[config.mk]
export PLATFORM = sky130hd
export DESIGN_NAME = mqtt_packet_deframer
export DESIGN_NICKNAME = d
export VERILOG_FILES = /design/src/hw/rtl/mpd_pkg.sv /design/src/hw/rtl/mpd_front.sv /design/src/hw/rtl/mpd_queue.sv /design/src/hw/rtl/mpd_back.sv /design/src/hw/rtl/mqtt_packet_deframer.sv
export VERILOG_INCLUDE_DIRS = /design/src /design/src/hw/rtl
export SDC_FILE = /design/constraint.sdc
export NUM_CORES = 1
export LEC_CHECK = 0
export ABC_AREA = 1
export BUFFER_PORTS_ARGS = -buffer_cell sky130_fd_sc_hd__clkbuf_2
export CORE_ASPECT_RATIO = 1.25
export CORE_MARGIN = 4
export CORE_UTILIZATION = 40
export DETAILED_ROUTE_END_ITERATION = 8
export GPL_TIMING_DRIVEN = 0
export MAX_ROUTING_LAYER = met4
export SYNTH_ARGS = -nofsm -noshare
export SYNTH_HDL_FRONTEND = slang
export SYNTH_SLANG_ARGS = --single-unit
[constraint.sdc]
create_clock -name clk_i -period 8.9 [get_ports clk_i]
set_input_delay 0.445 -clock clk_i [delete_from_list [all_inputs] [get_ports clk_i]]
set_output_delay 0.445 -clock clk_i [all_outputs]
set_load 0.05 [all_outputs]
[src/hw/rtl/mqtt_packet_deframer_macros.svh]
// ---------------------------------------------------------------------------
// MQTT packet deframer assertion macros
// Shared concurrent assertion wrappers, clocked on clk_i, idle in reset.
// ---------------------------------------------------------------------------
`ifndef MQTT_PACKET_DEFRAMER_MACROS_SVH
`define MQTT_PACKET_DEFRAMER_MACROS_SVH

// Property must hold at every edge out of reset.
`define MPD_ASSERT(label, prop, msg) \
  label: assert property (@(posedge clk_i) disable iff (!rst_ni) prop) else $error(msg);

// Condition must never be seen out of reset.
`define MPD_ASSERT_NEVER(label, cond, msg) \
  `MPD_ASSERT(label, !(cond), msg)

`endif

[src/hw/rtl/mpd_pkg.sv]
// ---------------------------------------------------------------------------
// MQTT packet deframer package
// Beat types, result codes and framing constants shared by all modules.
// ---------------------------------------------------------------------------
package mpd_pkg;

  localparam int unsigned LenW = 28;

  // Input mode codes
  localparam logic MODE_DATA = 1'b0;
  localparam logic MODE_EOS  = 1'b1;

  // Variable byte integer layout
  localparam logic [7:0] LEN_VALUE_MASK = 8'h7F;
  localparam int unsigned LEN_CONT_BIT  = 7;

  localparam logic [LenW-1:0] LEN_MAX = 28'hFFF_FFFF;

  typedef enum logic [1:0] {
    KIND_HEADER = 2'd0,
    KIND_BODY   = 2'd1,
    KIND_ERROR  = 2'd2
  } kind_e;

  typedef enum logic [1:0] {
    ERR_NONE      = 2'd0,
    ERR_LEN_BYTES = 2'd1,
    ERR_TOO_LONG  = 2'd2,
    ERR_EOS       = 2'd3
  } err_e;

  typedef struct packed {
    logic       mode;
    logic [7:0] data_in;
  } in_t;

  typedef struct packed {
    kind_e           kind;
    logic [7:0]      first_byte;
    logic [LenW-1:0] body_length;
    logic [7:0]      body_byte;
    logic            last;
    err_e            error_code;
  } out_t;

endpackage

[src/hw/rtl/mpd_front.sv]
// ---------------------------------------------------------------------------
// MQTT deframer front end
// Takes input beats, decodes type byte and remaining length, tracks the
// body and pushes at most one result per beat into the queue.
// ---------------------------------------------------------------------------
`include "mqtt_packet_deframer_macros.svh"

module mpd_front #(
  parameter int unsigned MAX_LENGTH_BYTES = 4
) (
  input  logic                      clk_i,
  input  logic                      rst_ni,
  input  logic                      cfg_we_i,
  input  logic [mpd_pkg::LenW-1:0]  cfg_wdata_i,
  input  logic                      in_valid_i,
  output logic                      in_ready_o,
  input  mpd_pkg::in_t              in_data_i,
  input  logic                      q_full_i,
  output logic                      q_push_o,
  output mpd_pkg::out_t             q_data_o
);

  typedef enum logic [1:0] {
    PH_IDLE = 2'd0,
    PH_LEN  = 2'd1,
    PH_BODY = 2'd2,
    PH_DEAD = 2'd3
  } phase_e;

  phase_e                    phase_q, phase_d;
  logic [7:0]                type_q, type_d;
  logic [mpd_pkg::LenW-1:0]  acc_q, acc_d;
  logic [2:0]                lbc_q, lbc_d;
  logic [mpd_pkg::LenW-1:0]  rem_q, rem_d;
  logic [mpd_pkg::LenW-1:0]  max_q;

  logic                      accept;
  logic [6:0]                b7;
  logic [mpd_pkg::LenW-1:0]  len_add;
  logic [mpd_pkg::LenW-1:0]  acc_new;
  logic [2:0]                lbc_inc;

  // Dead state swallows beats; otherwise wait for queue room
  assign in_ready_o = (phase_q == PH_DEAD) || !q_full_i;
  assign accept     = in_valid_i && in_ready_o;

  // Place the 7 value bits of this length byte
  assign b7 = in_data_i.data_in[6:0] & mpd_pkg::LEN_VALUE_MASK[6:0];
  always_comb begin
    unique case (lbc_q[1:0])
      2'd0:    len_add = {21'd0, b7};
      2'd1:    len_add = {14'd0, b7, 7'd0};
      2'd2:    len_add = {7'd0, b7, 14'd0};
      default: len_add = {b7, 21'd0};
    endcase
  end
  assign acc_new = acc_q | len_add;
  assign lbc_inc = lbc_q + 3'd1;

  // Framing decisions
  always_comb begin
    phase_d  = phase_q;
    type_d   = type_q;
    acc_d    = acc_q;
    lbc_d    = lbc_q;
    rem_d    = rem_q;
    q_push_o = 1'b0;
    q_data_o = '0;
    q_data_o.first_byte = type_q;
    q_data_o.body_length = acc_q;
    if (accept && phase_q != PH_DEAD) begin
      priority if (in_data_i.mode == mpd_pkg::MODE_EOS) begin
        phase_d  = PH_DEAD;
        q_push_o = 1'b1;
        q_data_o = '0;
        q_data_o.kind = mpd_pkg::KIND_ERROR;
        q_data_o.error_code = mpd_pkg::ERR_EOS;
      end else if (phase_q == PH_IDLE) begin
        type_d  = in_data_i.data_in;
        acc_d   = '0;
        lbc_d   = '0;
        rem_d   = '0;
        phase_d = PH_LEN;
      end else if (phase_q == PH_LEN) begin
        acc_d = acc_new;
        lbc_d = lbc_inc;
        priority if (in_data_i.data_in[mpd_pkg::LEN_CONT_BIT]) begin
          if (lbc_inc >= 3'(MAX_LENGTH_BYTES)) begin
            phase_d  = PH_DEAD;
            q_push_o = 1'b1;
            q_data_o = '0;
            q_data_o.kind = mpd_pkg::KIND_ERROR;
            q_data_o.error_code = mpd_pkg::ERR_LEN_BYTES;
          end
        end else if (acc_new > max_q) begin
          phase_d  = PH_DEAD;
          q_push_o = 1'b1;
          q_data_o = '0;
          q_data_o.kind = mpd_pkg::KIND_ERROR;
          q_data_o.error_code = mpd_pkg::ERR_TOO_LONG;
        end else begin
          q_push_o = 1'b1;
          q_data_o.kind = mpd_pkg::KIND_HEADER;
          q_data_o.body_length = acc_new;
          q_data_o.last = (acc_new == '0);
          rem_d   = acc_new;
          phase_d = (acc_new == '0) ? PH_IDLE : PH_BODY;
        end
      end else begin
        // Body byte
        q_push_o = 1'b1;
        q_data_o.kind = mpd_pkg::KIND_BODY;
        q_data_o.body_byte = in_data_i.data_in;
        if (rem_q <= mpd_pkg::LenW'(1)) begin
          q_data_o.last = 1'b1;
          rem_d   = '0;
          phase_d = PH_IDLE;
        end else begin
          rem_d = rem_q - mpd_pkg::LenW'(1);
        end
      end
    end
  end

  // State and config register
  always_ff @(posedge clk_i or negedge rst_ni) begin
    if (!rst_ni) begin
      phase_q <= PH_IDLE;
      type_q  <= '0;
      acc_q   <= '0;
      lbc_q   <= '0;
      rem_q   <= '0;
      max_q   <= mpd_pkg::LEN_MAX;
    end else begin
      phase_q <= phase_d;
      type_q  <= type_d;
      acc_q   <= acc_d;
      lbc_q   <= lbc_d;
      rem_q   <= rem_d;
      if (cfg_we_i) begin
        max_q <= cfg_wdata_i;
      end
    end
  end

  `MPD_ASSERT(a_err_kills, (q_push_o && q_data_o.kind == mpd_pkg::KIND_ERROR) |=> (phase_q == PH_DEAD), "error result did not stop the parser")
  `MPD_ASSERT(a_dead_sticks, (phase_q == PH_DEAD) |=> (phase_q == PH_DEAD) && !q_push_o, "parser left dead state")

endmodule

[src/hw/rtl/mpd_queue.sv]
// ---------------------------------------------------------------------------
// MQTT deframer result queue
// Small register FIFO between the front end and the output stage.
// ---------------------------------------------------------------------------
`include "mqtt_packet_deframer_macros.svh"

module mpd_queue #(
  parameter int unsigned DEPTH = 4
) (
  input  logic          clk_i,
  input  logic          rst_ni,
  input  logic          push_i,
  input  mpd_pkg::out_t push_data_i,
  output logic          full_o,
  input  logic          pop_i,
  output logic          valid_o,
  output mpd_pkg::out_t pop_data_o
);

  localparam int unsigned PtrW = (DEPTH > 1) ? $clog2(DEPTH) : 1;
  localparam int unsigned CntW = $clog2(DEPTH + 1);

  mpd_pkg::out_t   mem_q [DEPTH];
  logic [PtrW-1:0] wr_ptr_q, rd_ptr_q;
  logic [CntW-1:0] cnt_q;
  logic            do_push, do_pop;

  assign full_o     = (cnt_q == CntW'(DEPTH));
  assign valid_o    = (cnt_q != '0);
  assign do_push    = push_i && !full_o;
  assign do_pop     = pop_i && valid_o;
  assign pop_data_o = mem_q[rd_ptr_q];

  // Entry storage
  always_ff @(posedge clk_i) begin
    if (do_push) begin
      mem_q[wr_ptr_q] <= push_data_i;
    end
  end

  // Pointers and fill count
  always_ff @(posedge clk_i or negedge rst_ni) begin
    if (!rst_ni) begin
      wr_ptr_q <= '0;
      rd_ptr_q <= '0;
      cnt_q    <= '0;
    end else begin
      if (do_push) begin
        wr_ptr_q <= (wr_ptr_q == PtrW'(DEPTH - 1)) ? '0 : wr_ptr_q + PtrW'(1);
      end
      if (do_pop) begin
        rd_ptr_q <= (rd_ptr_q == PtrW'(DEPTH - 1)) ? '0 : rd_ptr_q + PtrW'(1);
      end
      if (do_push && !do_pop) begin
        cnt_q <= cnt_q + CntW'(1);
      end else if (do_pop && !do_push) begin
        cnt_q <= cnt_q - CntW'(1);
      end
    end
  end

  `MPD_ASSERT_NEVER(a_no_overflow, push_i && full_o, "push into full queue")
  `MPD_ASSERT(a_cnt_up, (do_push && !do_pop) |=> (cnt_q == $past(cnt_q) + CntW'(1)), "count stuck")

endmodule

[src/hw/rtl/mpd_back.sv]
// ---------------------------------------------------------------------------
// MQTT deframer output stage
// Drains the queue, cleans up result fields per kind and holds the
// result in an output register until it is taken.
// ---------------------------------------------------------------------------
module mpd_back (
  input  logic          clk_i,
  input  logic          rst_ni,
  input  logic          q_valid_i,
  input  mpd_pkg::out_t q_data_i,
  output logic          q_pop_o,
  output logic          out_valid_o,
  input  logic          out_ready_i,
  output mpd_pkg::out_t out_data_o
);

  logic          out_valid_q;
  mpd_pkg::out_t out_q, fmt;
  logic          load;

  // Output register free or being drained this cycle
  assign load    = !out_valid_q || out_ready_i;
  assign q_pop_o = load && q_valid_i;

  // Per-kind field cleanup
  always_comb begin
    fmt = q_data_i;
    unique case (q_data_i.kind)
      mpd_pkg::KIND_ERROR: begin
        fmt = '0;
        fmt.kind = mpd_pkg::KIND_ERROR;
        fmt.error_code = q_data_i.error_code;
      end
      mpd_pkg::KIND_HEADER: begin
        fmt.body_byte  = '0;
        fmt.error_code = mpd_pkg::ERR_NONE;
      end
      mpd_pkg::KIND_BODY: begin
        fmt.error_code = mpd_pkg::ERR_NONE;
      end
      default: begin
        fmt = '0;
      end
    endcase
  end

  always_ff @(posedge clk_i) begin
    if (q_pop_o) begin
      out_q <= fmt;
    end
  end

  always_ff @(posedge clk_i or negedge rst_ni) begin
    if (!rst_ni) begin
      out_valid_q <= 1'b0;
    end else if (load) begin
      out_valid_q <= q_valid_i;
    end
  end

  assign out_valid_o = out_valid_q;
  assign out_data_o  = out_q;

endmodule

[src/hw/rtl/mqtt_packet_deframer.sv]
// MQTT packet deframer: takes one byte (or end-of-stream event) per clock
// while the result queue has room, and gives one result per accepted beat
// that produces one, through the result queue and then the output register.
// Length decode and body count in the front end are combinational, so the
// sustained rate is one beat per clock when the output is taken. A small
// result queue and the output register let the input keep flowing while a
// result waits. After any error result the block keeps accepting and
// discarding input until reset. The user must write max_packet_size through
// cfg_we_i/cfg_wdata_i only while no beat is in flight; it is not enforced.
// ---------------------------------------------------------------------------
// MQTT packet deframer top level
// Front end, result queue and output stage.
// ---------------------------------------------------------------------------
module mqtt_packet_deframer #(
  parameter int unsigned MAX_LENGTH_BYTES = 4,
  parameter int unsigned QUEUE_DEPTH      = 4
) (
  input  logic                     clk_i,
  input  logic                     rst_ni,
  input  logic                     cfg_we_i,
  input  logic [mpd_pkg::LenW-1:0] cfg_wdata_i,
  input  logic                     in_valid_i,
  output logic                     in_ready_o,
  input  mpd_pkg::in_t             in_data_i,
  output logic                     out_valid_o,
  input  logic                     out_ready_i,
  output mpd_pkg::out_t            out_data_o
);

  logic          q_push, q_full, q_pop, q_valid;
  mpd_pkg::out_t q_wdata, q_rdata;

  mpd_front #(
    .MAX_LENGTH_BYTES(MAX_LENGTH_BYTES)
  ) u_front (
    .clk_i       (clk_i),
    .rst_ni      (rst_ni),
    .cfg_we_i    (cfg_we_i),
    .cfg_wdata_i (cfg_wdata_i),
    .in_valid_i  (in_valid_i),
    .in_ready_o  (in_ready_o),
    .in_data_i   (in_data_i),
    .q_full_i    (q_full),
    .q_push_o    (q_push),
    .q_data_o    (q_wdata)
  );

  mpd_queue #(
    .DEPTH(QUEUE_DEPTH)
  ) u_queue (
    .clk_i       (clk_i),
    .rst_ni      (rst_ni),
    .push_i      (q_push),
    .push_data_i (q_wdata),
    .full_o      (q_full),
    .pop_i       (q_pop),
    .valid_o     (q_valid),
    .pop_data_o  (q_rdata)
  );

  mpd_back u_back (
    .clk_i       (clk_i),
    .rst_ni      (rst_ni),
    .q_valid_i   (q_valid),
    .q_data_i    (q_rdata),
    .q_pop_o     (q_pop),
    .out_valid_o (out_valid_o),
    .out_ready_i (out_ready_i),
    .out_data_o  (out_data_o)
  );

endmodule

==> results_dict.tcl <==
set metrics [dict create \
    async_reset_ff_share_pct 30.0 \
    finalClockSkew_ps 16.4 \
    worstRegToRegCells 19 \
    first_pass_grt_wire_length_um 70000 \
    yosys_most_used_dff "sky130_fd_sc_hd__edfxtp_1" \
    timing.critical_path.required_ps 9120 \
    fillerInstances 3941 \
    most-common-layout-cells "467 x sky130_fd_sc_hd__nand2_1, 245 x sky130_fd_sc_hd__edfxtp_1, 215 x sky130_fd_sc_hd__nor2_1" \
    num_io_pins 93 \
    max_clock_freq_ghz 0.248 \
    clockRootBuffer "sky130_fd_sc_hd__clkbuf_16" \
    global_route.peak_usage_layer "met2" \
    clock_sink_count 350 \
    synth.yosys.seq_area_share_pct 59.6 \
    critical-path-top-delay-family "simple AND/OR/NAND/NOR gates" \
    multiInputGateArea_um2 5720 \
    placer_congestion 0.964 \
    sequential_cell_area_um2 10000 \
    placementRows 83 \
    slew_violations 0 \
    mostFrequentLayoutCell "sky130_fd_sc_hd__nand2_1" \
    vias 12500 \
    share_of_yosys_cell_area_claimed_by_the_top_area_cell_type_pct 43.8 \
    drt-wirelength-per-cell_um 18.2 \
    worstSetupStartpoint "u_front.lbc_q[0]" \
    initial_core_util_pct 40.6 \
    post_synth_instance_area_um2 16800 \
    power.density_nw_per_um2 387 \
    postCtsSetupRepairBufs 0 \
    remaining_drc_errors 0 \
    crit_path_frequent_cell "sky130_fd_sc_hd__nand2_1" \
    synth_edf_count 245 \
    cap_viol_max_count 0 \
    floorplan_die_height_um 237 \
    cp_endpoint_kind "flop" \
    maxSlewHeadroom_pct 40.6 \
    cts_tree "done" \
    first_iter_violations 705 \
    timing.critical_path.arrival_ps 4250 \
    hpwlAfterDp_um 32400 \
    outcome "complete, no violations" \
    synthesis.nets 1842 \
    setup_repair_after_global_routing_missed_its_margin "no" \
    critPathSlowestCell "sky130_fd_sc_hd__o21ai_0" \
    postSynthRegisterBits 350 \
    globalRouteMet2Util_pct 34.3 \
    final_period_minus_worst_setup_slack_ps 4030 \
    setup.reg_to_reg.worst_slack_ps 4870 \
    power.leakage_uw 0.00853 \
    cp_num_cells 19 \
    place_inst 2408 \
    power.ir.vdd_worst_v 0.000207 \
    dp_slack_ps 4980 \
    finalSetupViolCount 0 \
    worst_path_largest_cell_delay_ps 700 \
    gr-usage-all-layers_pct 20.3 \
    clkLatencyLatePin_ps 540 \
    netlist_top_cells_area "sky130_fd_sc_hd__edfxtp_1 44%, sky130_fd_sc_hd__dfrtp_1 11%, sky130_fd_sc_hd__nand2_1 10%" \
    finish.net_count 1980 \
    cts_hold_buf 0 \
    hp_class "input port to async pin" \
    worstPathCellList "ha_1 > inv_2 > nand2_1 > o21ai_0 > ha_1 > nand2_1 > inv_2 > nand2_1 > nand2_1 > nand2_1 > nand2_1 > a21oi_1 > nand2_1 > nand2_2 > nand2_4 > nand2_4 > nand2_4 > buf_4 > nor3_1" \
    resize_count_post_cts 0 \
    drtPass1Iterations 5 \
    core_area_um2 41300 \
    start_kind "flop" \
    synth_area_per_cell_um2 9.56 \
    worst_r2r_endpoint "u_queue.mem_q[3][2]" \
    grt_max_degree 106 \
    worstSetupEndpoint "u_queue.mem_q[3][2]" \
    worst_r2r_startpoint "u_front.lbc_q[0]" \
    clock_tree.buffer_depth 3 \
    fin_setup_tns_ps 0 \
    clk_pin_slew_worst_paths_ps 60 \
    crit_path_max_fanout 10 \
    ys_types 44 \
    grt_pass1_vias 12200 \
    layout_worst_path_cycle_share_pct 45.3 \
    cts_max_level 2 \
    die_area_um2 45400 \
    post_synth_inst_count 1758 \
    timing_worst_setup_path_type "flop to flop" \
    portBuffers 91 \
    finish.cell_count_without_fillers 2477 \
    grt_use_met3_pct 2.95 \
    tightest_slew_ps 889 \
    drt_wl_total_um 45200 \
    yosys_warnings 0 \
    global_route.overflow_total 0 \
    ant_nets 0 \
    worst-path-buf-inv 3 \
    flow.area_growth_from_synthesis_pct 15.6 \
    num_antenna_cells 0 \
    post_route_cells_drive_above_1_share_pct 15.7 \
    vias_per_cell 5.04 \
    hold_violations 0 \
    globalRouteMet1Util_pct 25.3 \
    fp.dieW_um 191 \
    yosys.area.top_type "sky130_fd_sc_hd__edfxtp_1" \
    antenna_found_initial 0 \
    tritoncts.num_buffers 38 \
    final_ws_setup_ps 4870 \
]
sequential cells by signal, indices dropped and copies added, names as in the netlist:
| register | count |
|---|---|
| u_front.max_q | 28 |
| u_front.phase_q | 2 |
| u_queue.cnt_q | 3 |
| u_queue.rd_ptr_q | 2 |
| u_queue.mem_q | 196 |
| u_front.lbc_q | 3 |
| u_front.type_q | 8 |
| u_back.out_data_o | 49 |
| u_front.rem_q | 28 |
| u_queue.wr_ptr_q | 2 |
| u_front.acc_q | 28 |
| u_back.out_valid_o | 1 |
cell usage after synthesis (2+ instances only):
master / number
sky130_fd_sc_hd__clkbuf_1: 46
sky130_fd_sc_hd__or2_1: 6
sky130_fd_sc_hd__a22o_1: 6
sky130_fd_sc_hd__o21ai_0: 127
sky130_fd_sc_hd__a31oi_1: 2
sky130_fd_sc_hd__inv_1: 171
sky130_fd_sc_hd__a32oi_1: 2
sky130_fd_sc_hd__a21o_1: 3
sky130_fd_sc_hd__a21oi_1: 43
sky130_fd_sc_hd__dfstp_2: 28
sky130_fd_sc_hd__nand2_4: 3
sky130_fd_sc_hd__nand4_1: 2
sky130_fd_sc_hd__nor2_1: 219
sky130_fd_sc_hd__edfxtp_1: 245
sky130_fd_sc_hd__xor2_1: 10
sky130_fd_sc_hd__mux2_2: 2
sky130_fd_sc_hd__nor3_1: 9
sky130_fd_sc_hd__xnor2_1: 14
sky130_fd_sc_hd__buf_2: 14
sky130_fd_sc_hd__nor2_2: 7
sky130_fd_sc_hd__buf_4: 4
sky130_fd_sc_hd__ha_1: 41
sky130_fd_sc_hd__buf_12: 4
sky130_fd_sc_hd__nor2_4: 5
sky130_fd_sc_hd__dfrtp_1: 77
sky130_fd_sc_hd__nand3_1: 22
sky130_fd_sc_hd__inv_2: 11
sky130_fd_sc_hd__o21ai_1: 38
sky130_fd_sc_hd__o22ai_1: 54
sky130_fd_sc_hd__nand2_1: 467
sky130_fd_sc_hd__o21ai_2: 29
sky130_fd_sc_hd__nand2_2: 29
sky130_fd_sc_hd__buf_1: 4
sky130_fd_sc_hd__buf_6: 4
cell families after synthesis:
kind of cell / count (synthesis) / share of synthesized area (%)
compound gates: 306 / 10.4
simple gates: 775 / 18.8
mux: 2 / 0.134
fa+ha+maj: 42 / 3.17
buf+inv: 259 / 6.55
flops: 350 / 59.6
xor+xnor: 24 / 1.25
report_power, final:
group          total [µW]  internal, µW  switching (µW)
clock network        1590           949             641
registers            2610          2370             241
logic                3310           931            2380
worst min-delay path by stage:
| stage | from | endpoint | slack [ps] | depth (start not counted) |
|---|---|---|---|---|
| final | rst_ni | u_front.rem_q[4] | 50 | 1 |
| after CTS | rst_ni | u_front.rem_q[4] | 70 | 1 |
| after floorplan | rst_ni | u_back.out_valid_o | 150 | 0 |
| after global routing | rst_ni | u_front.rem_q[4] | 100 | 1 |
| after detailed placement | u_front.max_q[15] | u_front.max_q[15] | 480 | 2 |
| after global placement | u_front.type_q[2] | u_front.type_q[2] | 480 | 2 |
final cells by class:
type	count	area share [%]
inverters	183	3.54
multi-input cells	1149	29.5
repair buffers	98	3.19
well taps	552	3.56
flip-flops and latches	350	51.6
clock buffers	51	5.41
plain buffers	76	2.13
clock inverters	18	1.09
through the flow:
step                power (µW)  area (µm²)  util, %  hold slack [ps]
global route              8030       19400     47.0              101
floorplan                 4940       16800        -              149
finish                    7520       19400     47.0             47.2
detailed placement        5970       18200     43.9              484
CTS                       7570       19400     47.0             69.0
global placement          5890       17900     43.4              477
routing by layer:
layer | up-vias | wire length (µm)
met2 | 368 | 22700
met1 | 5976 | 18700
met3 | 81 | 2440
met4 | 0 | 1390
li1 | 6068 | -
met5 | - | 0
Note: power is estimated with default switching activity, not from simulation.
